## src/hdl/pprf_pkg.sv

```systemverilog
// Shared types and constants of the pen report parameter filter.
package pprf_pkg;

	localparam int NUM_PEN_PARAMS = 3;
	localparam int VALUE_BITS = 8;
	localparam int TIME_BITS = 48;
	localparam int CFG_DATA_BITS = 48;
	localparam int CFG_INDEX_BITS = 2;

	// Event slots of one report: touch change, one query per parameter,
	// one value change per parameter.
	localparam int EVT_SLOTS = 1 + 2 * NUM_PEN_PARAMS;
	localparam int SLOT_BITS = $clog2(EVT_SLOTS);

	localparam int FIFO_DEPTH = 4;
	localparam int FIFO_PTR_BITS = $clog2(FIFO_DEPTH);
	localparam int FIFO_CNT_BITS = FIFO_PTR_BITS + 1;

	localparam logic [CFG_INDEX_BITS-1:0] REG_MATCH_ID = 2'd0;
	localparam logic [CFG_INDEX_BITS-1:0] REG_FORCE_QUERY = 2'd1;
	localparam logic [CFG_INDEX_BITS-1:0] REG_WINDOW = 2'd2;

	localparam logic [TIME_BITS-1:0] WINDOW_RESET = 48'd200000000;

	localparam logic [1:0] KIND_TOUCH = 2'd0;
	localparam logic [1:0] KIND_QUERY = 2'd1;
	localparam logic [1:0] KIND_CHANGE = 2'd2;
	localparam logic [1:0] KIND_DONE = 2'd3;

	localparam int STYLE_IDX = 2;
	localparam logic [VALUE_BITS-1:0] STYLE_ALT_A = 8'h77;
	localparam logic [VALUE_BITS-1:0] STYLE_ALT_B = 8'hFF;
	localparam logic [VALUE_BITS-1:0] STYLE_MAPPED = 8'd6;

	typedef struct packed {
		logic [7:0] report_id;
		logic pen_near;
		logic touching;
		logic [VALUE_BITS-1:0] color_raw;
		logic [VALUE_BITS-1:0] width_raw;
		logic [VALUE_BITS-1:0] style_raw;
		logic [2:0] params_present;
		logic [TIME_BITS-1:0] time_ns;
	} rpt_word_t;

	typedef struct packed {
		logic [1:0] event_kind;
		logic [1:0] event_data;
		logic [VALUE_BITS-1:0] color_out;
		logic [VALUE_BITS-1:0] width_out;
		logic [VALUE_BITS-1:0] style_out;
		logic drop_report;
		logic pass_through;
		logic last;
	} evt_word_t;

	// Classified report, handed from the front to the back.
	typedef struct packed {
		logic touch_ev;
		logic touch_val;
		logic query;
		logic [NUM_PEN_PARAMS-1:0] chg;
		logic [VALUE_BITS-1:0] color;
		logic [VALUE_BITS-1:0] width;
		logic [VALUE_BITS-1:0] style;
		logic drop;
		logic pass;
	} job_t;

endpackage

```

## src/hdl/pprf_front.sv

```systemverilog
// Front end: configuration, pen state and classification of each report.
module pprf_front import pprf_pkg::*; (
	input logic clk,
	input logic arst_n,
	input logic cfg_we,
	input logic [CFG_INDEX_BITS-1:0] cfg_index,
	input logic [CFG_DATA_BITS-1:0] cfg_data,
	input rpt_word_t rpt,
	input logic rpt_valid,
	input logic full,
	output logic push,
	output job_t job
);

	logic [7:0] match_id_q;
	logic force_q;
	logic [TIME_BITS-1:0] window_q;
	logic prev_touch_q;
	logic start_valid_q;
	logic [TIME_BITS-1:0] start_time_q;
	logic [VALUE_BITS-1:0] cached_q [NUM_PEN_PARAMS];
	logic [VALUE_BITS-1:0] prev_raw_q [NUM_PEN_PARAMS];

	logic [VALUE_BITS-1:0] cached_d [NUM_PEN_PARAMS];
	logic [VALUE_BITS-1:0] prev_raw_d [NUM_PEN_PARAMS];
	logic [VALUE_BITS-1:0] raw [NUM_PEN_PARAMS];
	logic [VALUE_BITS-1:0] outv [NUM_PEN_PARAMS];
	logic [VALUE_BITS-1:0] v;
	logic [TIME_BITS-1:0] diff;
	logic match;
	logic t_eff;
	logic sv_after;
	logic arrival;
	logic in_win;

	assign push = rpt_valid && !full;

	always_comb begin
		match = rpt.report_id == match_id_q;
		t_eff = force_q ? rpt.pen_near : rpt.touching;
		// Lifting the pen clears the arrival mark before the range check.
		sv_after = t_eff & start_valid_q;
		arrival = !sv_after;
		diff = rpt.time_ns - start_time_q;
		in_win = !arrival && (rpt.time_ns > start_time_q) && (diff < window_q);
		raw[0] = rpt.color_raw;
		raw[1] = rpt.width_raw;
		raw[2] = rpt.style_raw;
		job = '0;
		v = '0;
		for (int i = 0; i < NUM_PEN_PARAMS; i++) begin
			cached_d[i] = cached_q[i];
			prev_raw_d[i] = prev_raw_q[i];
			outv[i] = raw[i];
		end
		if (!match) begin
			job.pass = 1'b1;
		end else begin
			job.touch_ev = t_eff != prev_touch_q;
			job.touch_val = t_eff;
			if (!rpt.pen_near) begin
				job.drop = 1'b1;
			end else begin
				job.query = arrival & force_q;
				for (int i = 0; i < NUM_PEN_PARAMS; i++) begin
					v = raw[i];
					if (i == STYLE_IDX && (v == STYLE_ALT_A || v == STYLE_ALT_B)) begin
						v = STYLE_MAPPED;
					end
					if (rpt.params_present[i]) begin
						if (prev_raw_q[i] != v) begin
							prev_raw_d[i] = v;
							if (in_win) begin
								job.chg[i] = cached_q[i] != v;
								cached_d[i] = v;
							end
						end
						outv[i] = cached_d[i];
					end
				end
			end
		end
		job.color = outv[0];
		job.width = outv[1];
		job.style = outv[2];
	end

	always_ff @(posedge clk or negedge arst_n) begin
		if (!arst_n) begin
			match_id_q <= '0;
			force_q <= 1'b0;
			window_q <= WINDOW_RESET;
			prev_touch_q <= 1'b0;
			start_valid_q <= 1'b0;
			start_time_q <= '0;
			for (int i = 0; i < NUM_PEN_PARAMS; i++) begin
				cached_q[i] <= '0;
				prev_raw_q[i] <= '0;
			end
		end else begin
			if (cfg_we) begin
				case (cfg_index)
					REG_MATCH_ID: match_id_q <= cfg_data[7:0];
					REG_FORCE_QUERY: force_q <= cfg_data[0];
					REG_WINDOW: window_q <= cfg_data[TIME_BITS-1:0];
					default: ;
				endcase
			end
			if (push && match) begin
				prev_touch_q <= t_eff;
				if (!rpt.pen_near) begin
					start_valid_q <= sv_after;
				end else begin
					start_valid_q <= 1'b1;
					if (arrival) begin
						start_time_q <= rpt.time_ns;
					end
				end
				for (int i = 0; i < NUM_PEN_PARAMS; i++) begin
					cached_q[i] <= cached_d[i];
					prev_raw_q[i] <= prev_raw_d[i];
				end
			end
		end
	end

endmodule

```

## src/hdl/pprf_fifo.sv

```systemverilog
// Short queue of classified reports between the front and the back.
module pprf_fifo import pprf_pkg::*; (
	input logic clk,
	input logic arst_n,
	input logic push,
	input job_t wr_data,
	input logic pop,
	output job_t head,
	output logic full,
	output logic empty
);

	job_t mem [FIFO_DEPTH];
	logic [FIFO_PTR_BITS-1:0] wr_ptr_q;
	logic [FIFO_PTR_BITS-1:0] rd_ptr_q;
	logic [FIFO_CNT_BITS-1:0] count_q;

	assign full = count_q == FIFO_CNT_BITS'(FIFO_DEPTH);
	assign empty = count_q == '0;
	assign head = mem[rd_ptr_q];

	always_ff @(posedge clk) begin
		if (push) begin
			mem[wr_ptr_q] <= wr_data;
		end
	end

	always_ff @(posedge clk or negedge arst_n) begin
		if (!arst_n) begin
			wr_ptr_q <= '0;
			rd_ptr_q <= '0;
			count_q <= '0;
		end else begin
			if (push) begin
				wr_ptr_q <= wr_ptr_q + 1'b1;
			end
			if (pop) begin
				rd_ptr_q <= rd_ptr_q + 1'b1;
			end
			case ({push, pop})
				2'b10: count_q <= count_q + 1'b1;
				2'b01: count_q <= count_q - 1'b1;
				default: ;
			endcase
		end
	end

endmodule

```

## src/hdl/pprf_back.sv

```systemverilog
// Back end: walks a queued report's events, one word a cycle if unstalled.
module pprf_back import pprf_pkg::*; (
	input logic clk,
	input logic arst_n,
	input job_t head,
	input logic empty,
	output logic pop,
	output evt_word_t evt,
	output logic evt_valid,
	input logic evt_stall
);

	logic [EVT_SLOTS-1:0] sent_q;
	logic [EVT_SLOTS-1:0] pending;
	logic [SLOT_BITS-1:0] sel;
	logic hit;
	logic load;
	logic take;
	evt_word_t evt_q;
	evt_word_t nxt;
	logic valid_q;

	assign load = !valid_q || !evt_stall;
	assign take = load && !empty;
	assign pop = take && !hit;
	assign evt = evt_q;
	assign evt_valid = valid_q;

	always_comb begin
		pending[0] = head.touch_ev;
		for (int i = 0; i < NUM_PEN_PARAMS; i++) begin
			pending[1 + i] = head.query;
			pending[1 + NUM_PEN_PARAMS + i] = head.chg[i];
		end
		pending = pending & ~sent_q;
		hit = 1'b0;
		sel = '0;
		for (int s = 0; s < EVT_SLOTS; s++) begin
			if (!hit && pending[s]) begin
				hit = 1'b1;
				sel = SLOT_BITS'(s);
			end
		end
		nxt = '0;
		if (!hit) begin
			nxt.event_kind = KIND_DONE;
			nxt.color_out = head.color;
			nxt.width_out = head.width;
			nxt.style_out = head.style;
			nxt.drop_report = head.drop;
			nxt.pass_through = head.pass;
			nxt.last = 1'b1;
		end else if (sel == '0) begin
			nxt.event_kind = KIND_TOUCH;
			nxt.event_data = {1'b0, head.touch_val};
		end else if (sel <= SLOT_BITS'(NUM_PEN_PARAMS)) begin
			nxt.event_kind = KIND_QUERY;
			nxt.event_data = 2'(sel - SLOT_BITS'(1));
		end else begin
			nxt.event_kind = KIND_CHANGE;
			nxt.event_data = 2'(sel - SLOT_BITS'(NUM_PEN_PARAMS + 1));
		end
	end

	always_ff @(posedge clk) begin
		if (take) begin
			evt_q <= nxt;
		end
	end

	always_ff @(posedge clk or negedge arst_n) begin
		if (!arst_n) begin
			valid_q <= 1'b0;
			sent_q <= '0;
		end else begin
			if (load) begin
				valid_q <= !empty;
			end
			if (take) begin
				if (hit) begin
					sent_q <= sent_q | (EVT_SLOTS'(1) << sel);
				end else begin
					sent_q <= '0;
				end
			end
		end
	end

endmodule

```

## src/hdl/pen_report_param_filter_core.sv

```systemverilog
// Top level of the pen report parameter filter.
// Reports enter on the rpt channel (rpt_valid, rpt_stall, rpt) and are
// accepted at an edge where rpt_valid is high and rpt_stall low. Results leave
// on the evt channel (evt_valid, evt_stall, evt), one word per edge where
// evt_valid is high and evt_stall low. Each report gives one to five words:
// a touch change, pen queries and parameter changes in that order, then a
// closing word with last set that carries the values for the report.
// The front classifies a report in the cycle it is accepted and updates the
// pen state at once, so a new report can be taken every cycle while the queue
// is not full. A four-entry queue decouples it from the back, which emits one
// word per cycle unless the receiver stalls; the first word of a report passes
// through the queue and the output register. Sustained throughput is thus one
// result word per cycle while the receiver does not stall, set by the single
// output register. rpt_stall rises only when the queue is full. When the
// receiver stalls, the output word holds and the queue fills behind it.
// Configuration must be written by the user through cfg_we, cfg_index and
// cfg_data only while the block is idle; the block does not enforce this.
// Reset clears pen state, queue and output and loads the register defaults.
module pen_report_param_filter_core import pprf_pkg::*; (
	input logic clk,
	input logic arst_n,
	input logic cfg_we,
	input logic [CFG_INDEX_BITS-1:0] cfg_index,
	input logic [CFG_DATA_BITS-1:0] cfg_data,
	input logic rpt_valid,
	output logic rpt_stall,
	input rpt_word_t rpt,
	output logic evt_valid,
	input logic evt_stall,
	output evt_word_t evt
);

	job_t job;
	job_t head;
	logic push;
	logic pop;
	logic full;
	logic empty;

	assign rpt_stall = full;

	pprf_front u_front (
		.clk(clk),
		.arst_n(arst_n),
		.cfg_we(cfg_we),
		.cfg_index(cfg_index),
		.cfg_data(cfg_data),
		.rpt(rpt),
		.rpt_valid(rpt_valid),
		.full(full),
		.push(push),
		.job(job)
	);

	pprf_fifo u_fifo (
		.clk(clk),
		.arst_n(arst_n),
		.push(push),
		.wr_data(job),
		.pop(pop),
		.head(head),
		.full(full),
		.empty(empty)
	);

	pprf_back u_back (
		.clk(clk),
		.arst_n(arst_n),
		.head(head),
		.empty(empty),
		.pop(pop),
		.evt(evt),
		.evt_valid(evt_valid),
		.evt_stall(evt_stall)
	);

	a_last_is_done: assert property (@(posedge clk) disable iff (!arst_n)
		evt_valid |-> (evt.last == (evt.event_kind == KIND_DONE)))
		else $error("last flag does not match the closing word");

	a_event_no_values: assert property (@(posedge clk) disable iff (!arst_n)
		(evt_valid && evt.event_kind != KIND_DONE) |->
		(evt.color_out == '0 && evt.width_out == '0 && evt.style_out == '0 &&
		!evt.drop_report && !evt.pass_through))
		else $error("event word carries report values");

	a_no_word_from_empty: assert property (@(posedge clk) disable iff (!arst_n)
		(!evt_valid && empty) |=> !evt_valid)
		else $error("result word appeared with nothing queued");

	a_pop_needs_data: assert property (@(posedge clk) disable iff (!arst_n)
		pop |-> !empty)
		else $error("queue popped while empty");

endmodule

```

## config.mk

```make
export PLATFORM = sky130hd
export DESIGN_NAME = pen_report_param_filter_core
export DESIGN_NICKNAME = d
export VERILOG_FILES = /design/src/hdl/pprf_pkg.sv /design/src/hdl/pprf_front.sv /design/src/hdl/pprf_fifo.sv /design/src/hdl/pprf_back.sv /design/src/hdl/pen_report_param_filter_core.sv
export SDC_FILE = /design/constraint.sdc
export NUM_CORES = 1
export LEC_CHECK = 0
export BUFFER_PORTS_ARGS = -buffer_cell sky130_fd_sc_hd__buf_2
export CAP_MARGIN = 20
export CORE_UTILIZATION = 41
export DETAILED_ROUTE_END_ITERATION = 10
export SLEW_MARGIN = 20
export SYNTH_ARGS = -nofsm -noshare
export SYNTH_HDL_FRONTEND = slang
export SYNTH_SLANG_ARGS = --single-unit
```

## constraint.sdc

```tcl
create_clock -name clk -period 5.65 [get_ports clk]
set_input_delay 1.13 -clock clk [delete_from_list [all_inputs] [get_ports clk]]
set_output_delay 1.13 -clock clk [all_outputs]
set_load 0.01 [all_outputs]
```

==> key figures <==
Clocking
  • Clock Sinks: 329
  • CTS tree: done
  • Clk root buf: clkbuf_16
  • TritonCTS Buffers: 38
  • Worst skew pair latency: 0.55 ns
  • Clk slew on worst S/H paths: 0.06 ns
  • Clock Path Buffers: 3
  • Count of hold-fix buffers inserted at cts: 0
  • H-tree depth: 2

Timing
  • Worst rel slew slack: 37.1%
  • Final min period: 5.45 ns
  • Tcrit/Tclk final: 96.5%
  • Final setup fails: 0
  • Worst-Margin Slew: 0.944 ns
  • RSZ-0062 raised after global routing: yes
  • Final hold slack: 0.488 ns
  • Setup_tns: 0 ns
  • Final hold vios: 0
  • Max Clock Freq: 183 MHz
  • Worst Skew: 0.0253 ns
  • Max-slew violation count: 0

GRT
  • Vias in the first global route: 12,400
  • Initial antenna violation count: 0
  • First-pass GRT wire length: 64,900 um
  • Overall Global Routing Usage: 18.5%
  • Largest net degree at the start of global routing: 86
  • GR Overflow Total: 0

Route
  • Routed Wire Length: 40,800 um
  • Via density: 5.09
  • # DRC: 0
  • Per-cell routed wire length: 16.9 um
  • Via count: 12,200
  • First DRT Iteration DRCs: 618
  • Post-route ant nets: 0
  • Initial DRT Pass Iterations: 5

Synth
  • Flops & latches, synth: 329
  • Mean Syn Cell Area: 12.3 um2
  • Synthesized area: 17,900 um2
  • Yosys Warn Count: 0
  • FFs w/ async S/R, synth: 51.7%
  • Most common flop cell mapped by yosys: edfxtp_1
  • Post-Synthesis Cells: 1,461
  • Syn Nets: 1,707
  • Yosys top cell by area: edfxtp_1
  • Synth top area share: 26.7%
  • Post-synth EDFFs: 159
  • Synth area leaders: edfxtp_1, dfrtp_1, mux2_2
  • Yosys cell types: 80
  • Sequential fraction of the synthesis area: 50.5%

Floorplanning
  • Rows: 76
  • DIE HEIGHT: 211 um
  • Core area: 43,100 um2
  • Ports: 173
  • Die Area: 44,500 um2
  • Initial Util: 41.6%
  • Die X: 211 um

Hold path
  • Worst min-delay path category: reg2reg
  • Hold path startpoint: u_fifo.count_q[2]

Setup path
  • WP data required: 5.94 ns
  • FF-to-FF setup slack: 0.42 ns
  • Top cell family by delay on the critical path: compound AO/OA/AOI/OAI gates
  • CP Buf/Inv Count: 2
  • Critical Path Source Type: primary input
  • Worst-path cell chain: buf_6 -> ha_4 -> a221oi_2 -> o21ai_2 -> a221oi_2 -> o22ai_2 -> nor4b_4 -> o31ai_4 -> a211o_1 -> a31oi_1 -> xnor2_1 -> ha_1 -> nand4_1 -> nor3_2 -> nand4_1 -> or2_1 -> nor4_2 -> o21ai_1 -> o211a_4 -> a21oi_4 -> buf_12 -> mux2_4
  • Critical path launch point: rpt[14]
  • Slowest stage delay, CP: 0.37 ns
  • Worst Path Max Fanout: 8
  • Crit-path slowest cell: nor4b_4
  • Crit end category: register
  • WP data arrival: 5.74 ns
  • Reg2reg start: u_front.start_time_q[14]
  • Setup CP Type: in2reg

Finish
  • Layout area overhead: 24.6%
  • Most frequent cells in the layout: buf_2, buf_4, edfxtp_1
  • Post-route insts no fill: 2,406
  • Most common cell after layout, fill and taps aside: buf_2
  • Diode count: 0
  • Nets: 2,037
  • Layout cells sized above 1: 37.4%

Placed design
  • RD Place Congestion: 0.860
  • Port buffer count: 172
  • HPWL Detailed: 30,100 um
  • Placed Cells: 2,326

Pwr
  • VDD IR max: 0.253 mV
  • Pwr/cell area: 373 nW/um2
  • Lkg Pwr: 9.75 nW
  • Power Total: 0.00832 W

Run status
  • Outcome: completed

Job
  • MaxCap Viol Count: 0
-- routing by layer --
| metal | share of wire (%) | global-route usage, % | routed length, um |
|---|---|---|---|
| met3 | 3.3 | 2.71 | 1340 |
| met4 | 2.1 | 5.37 | 864 |
| met5 | 0 | 0 | 0 |
| met1 | 45 | 24.0 | 18400 |
| met2 | 49 | 31.9 | 20200 |
-- metrics by stage --
step / worst slack [ns] / area, um2 / utilization (%)
detailed placement: -0.784 / 20500 / 47.7
CTS: 0.0460 / 21800 / 50.7
finish: 0.197 / 22300 / 51.8
global route: -0.0931 / 22300 / 51.8
floorplan: 0.00616 / 18000 / -
global placement: -0.640 / 20500 / 47.7
-- cell usage after synthesis, types with 4 or more instances --
| library cell | n |
|---|---|
| and2_1 | 12 |
| xnor2_1 | 41 |
| o22ai_1 | 6 |
| nand2b_1 | 7 |
| a211oi_1 | 9 |
| nor2b_1 | 34 |
| or3_1 | 4 |
| a22o_1 | 5 |
| o21ai_0 | 41 |
| o211ai_1 | 5 |
| nand2_1 | 64 |
| ha_1 | 104 |
| nor4_1 | 13 |
| and3_1 | 11 |
| edfxtp_1 | 159 |
| dfrtp_1 | 158 |
| a21boi_0 | 5 |
| buf_1 | 5 |
| nor2_1 | 59 |
| a21o_1 | 38 |
| inv_1 | 129 |
| buf_2 | 22 |
| clkbuf_1 | 16 |
| a31oi_1 | 8 |
| o31ai_1 | 6 |
| a21oi_1 | 70 |
| o21ai_1 | 6 |
| mux2_4 | 16 |
| mux2_1 | 10 |
| o21a_1 | 11 |
| o21bai_1 | 7 |
| xor2_1 | 55 |
| mux4_2 | 32 |
| nand3_1 | 31 |
| dfstp_2 | 12 |
| mux2_2 | 140 |
| nor3_1 | 14 |
| nand4_1 | 19 |
-- flip-flops by register name, indices dropped and copies added (netlist names), 2 cells and up --
| name | count |
|---|---|
| u_front.start_time_q | 48 |
| u_fifo.rd_ptr_q | 2 |
| u_front.prev_raw_q | 24 |
| u_fifo.wr_ptr_q | 2 |
| u_fifo.mem | 128 |
| u_front.cached_q | 24 |
| u_front.window_q | 48 |
| u_back.sent_q | 7 |
| u_back.evt | 31 |
| u_fifo.count_q | 3 |
| u_front.match_id_q | 8 |
-- path summary, 6_finish.rpt --
path,end,cells after the start
max,u_fifo.mem[1][24],22
min,u_fifo.count_q[2],1
max reg2reg,u_fifo.mem[1][24],22
min reg2reg,u_fifo.count_q[2],1
max in group asynchronous,u_front.start_time_q[5],2
min in group asynchronous,u_front.start_time_q[44],1
-- cell type report --
| type | instances | area (um2) |
|---|---|---|
| clock buffer | 44 | 1020 |
| tap | 585 | 732 |
| multi-input combinational | 955 | 8620 |
| fill | 3812 | 20800 |
| timing repair buffer | 336 | 2160 |
| inverter | 131 | 492 |
| sequential | 329 | 9040 |
| clock inverter | 26 | 238 |
-- repair_timing --
action / CTS / global route
setup buffers: 2 / 9
hold endpoints to repair: 0 / 0
resized for setup: 2 / 66
pin swaps: 2 / 38
setup endpoints to repair: 100 / 132
-- power breakdown --
part | internal (W) | switching [W] | total (W) | leakage [nW]
clock | 0.00145 | 0.00101 | 0.00245 | 0.622
sequential | 0.00307 | 0.000207 | 0.00327 | 3.66
combinational | 0.00122 | 0.00138 | 0.00259 | 5.47
total | 0.00573 | 0.00259 | 0.00832 | 9.75
-- cell families (layout without fill, tap and decap cells) --
logic type | after synthesis | in the layout | synth area share, %
flops | 329 | 329 | 50.5
simple gates | 290 | 290 | 8.41
compound gates | 264 | 264 | 10.1
mux | 199 | 199 | 14.9
buf+inv | 177 | 537 | 3.99
fa+ha+maj | 106 | 106 | 7.49
xor+xnor | 96 | 96 | 4.69
(Power assumes the default switching activity.)
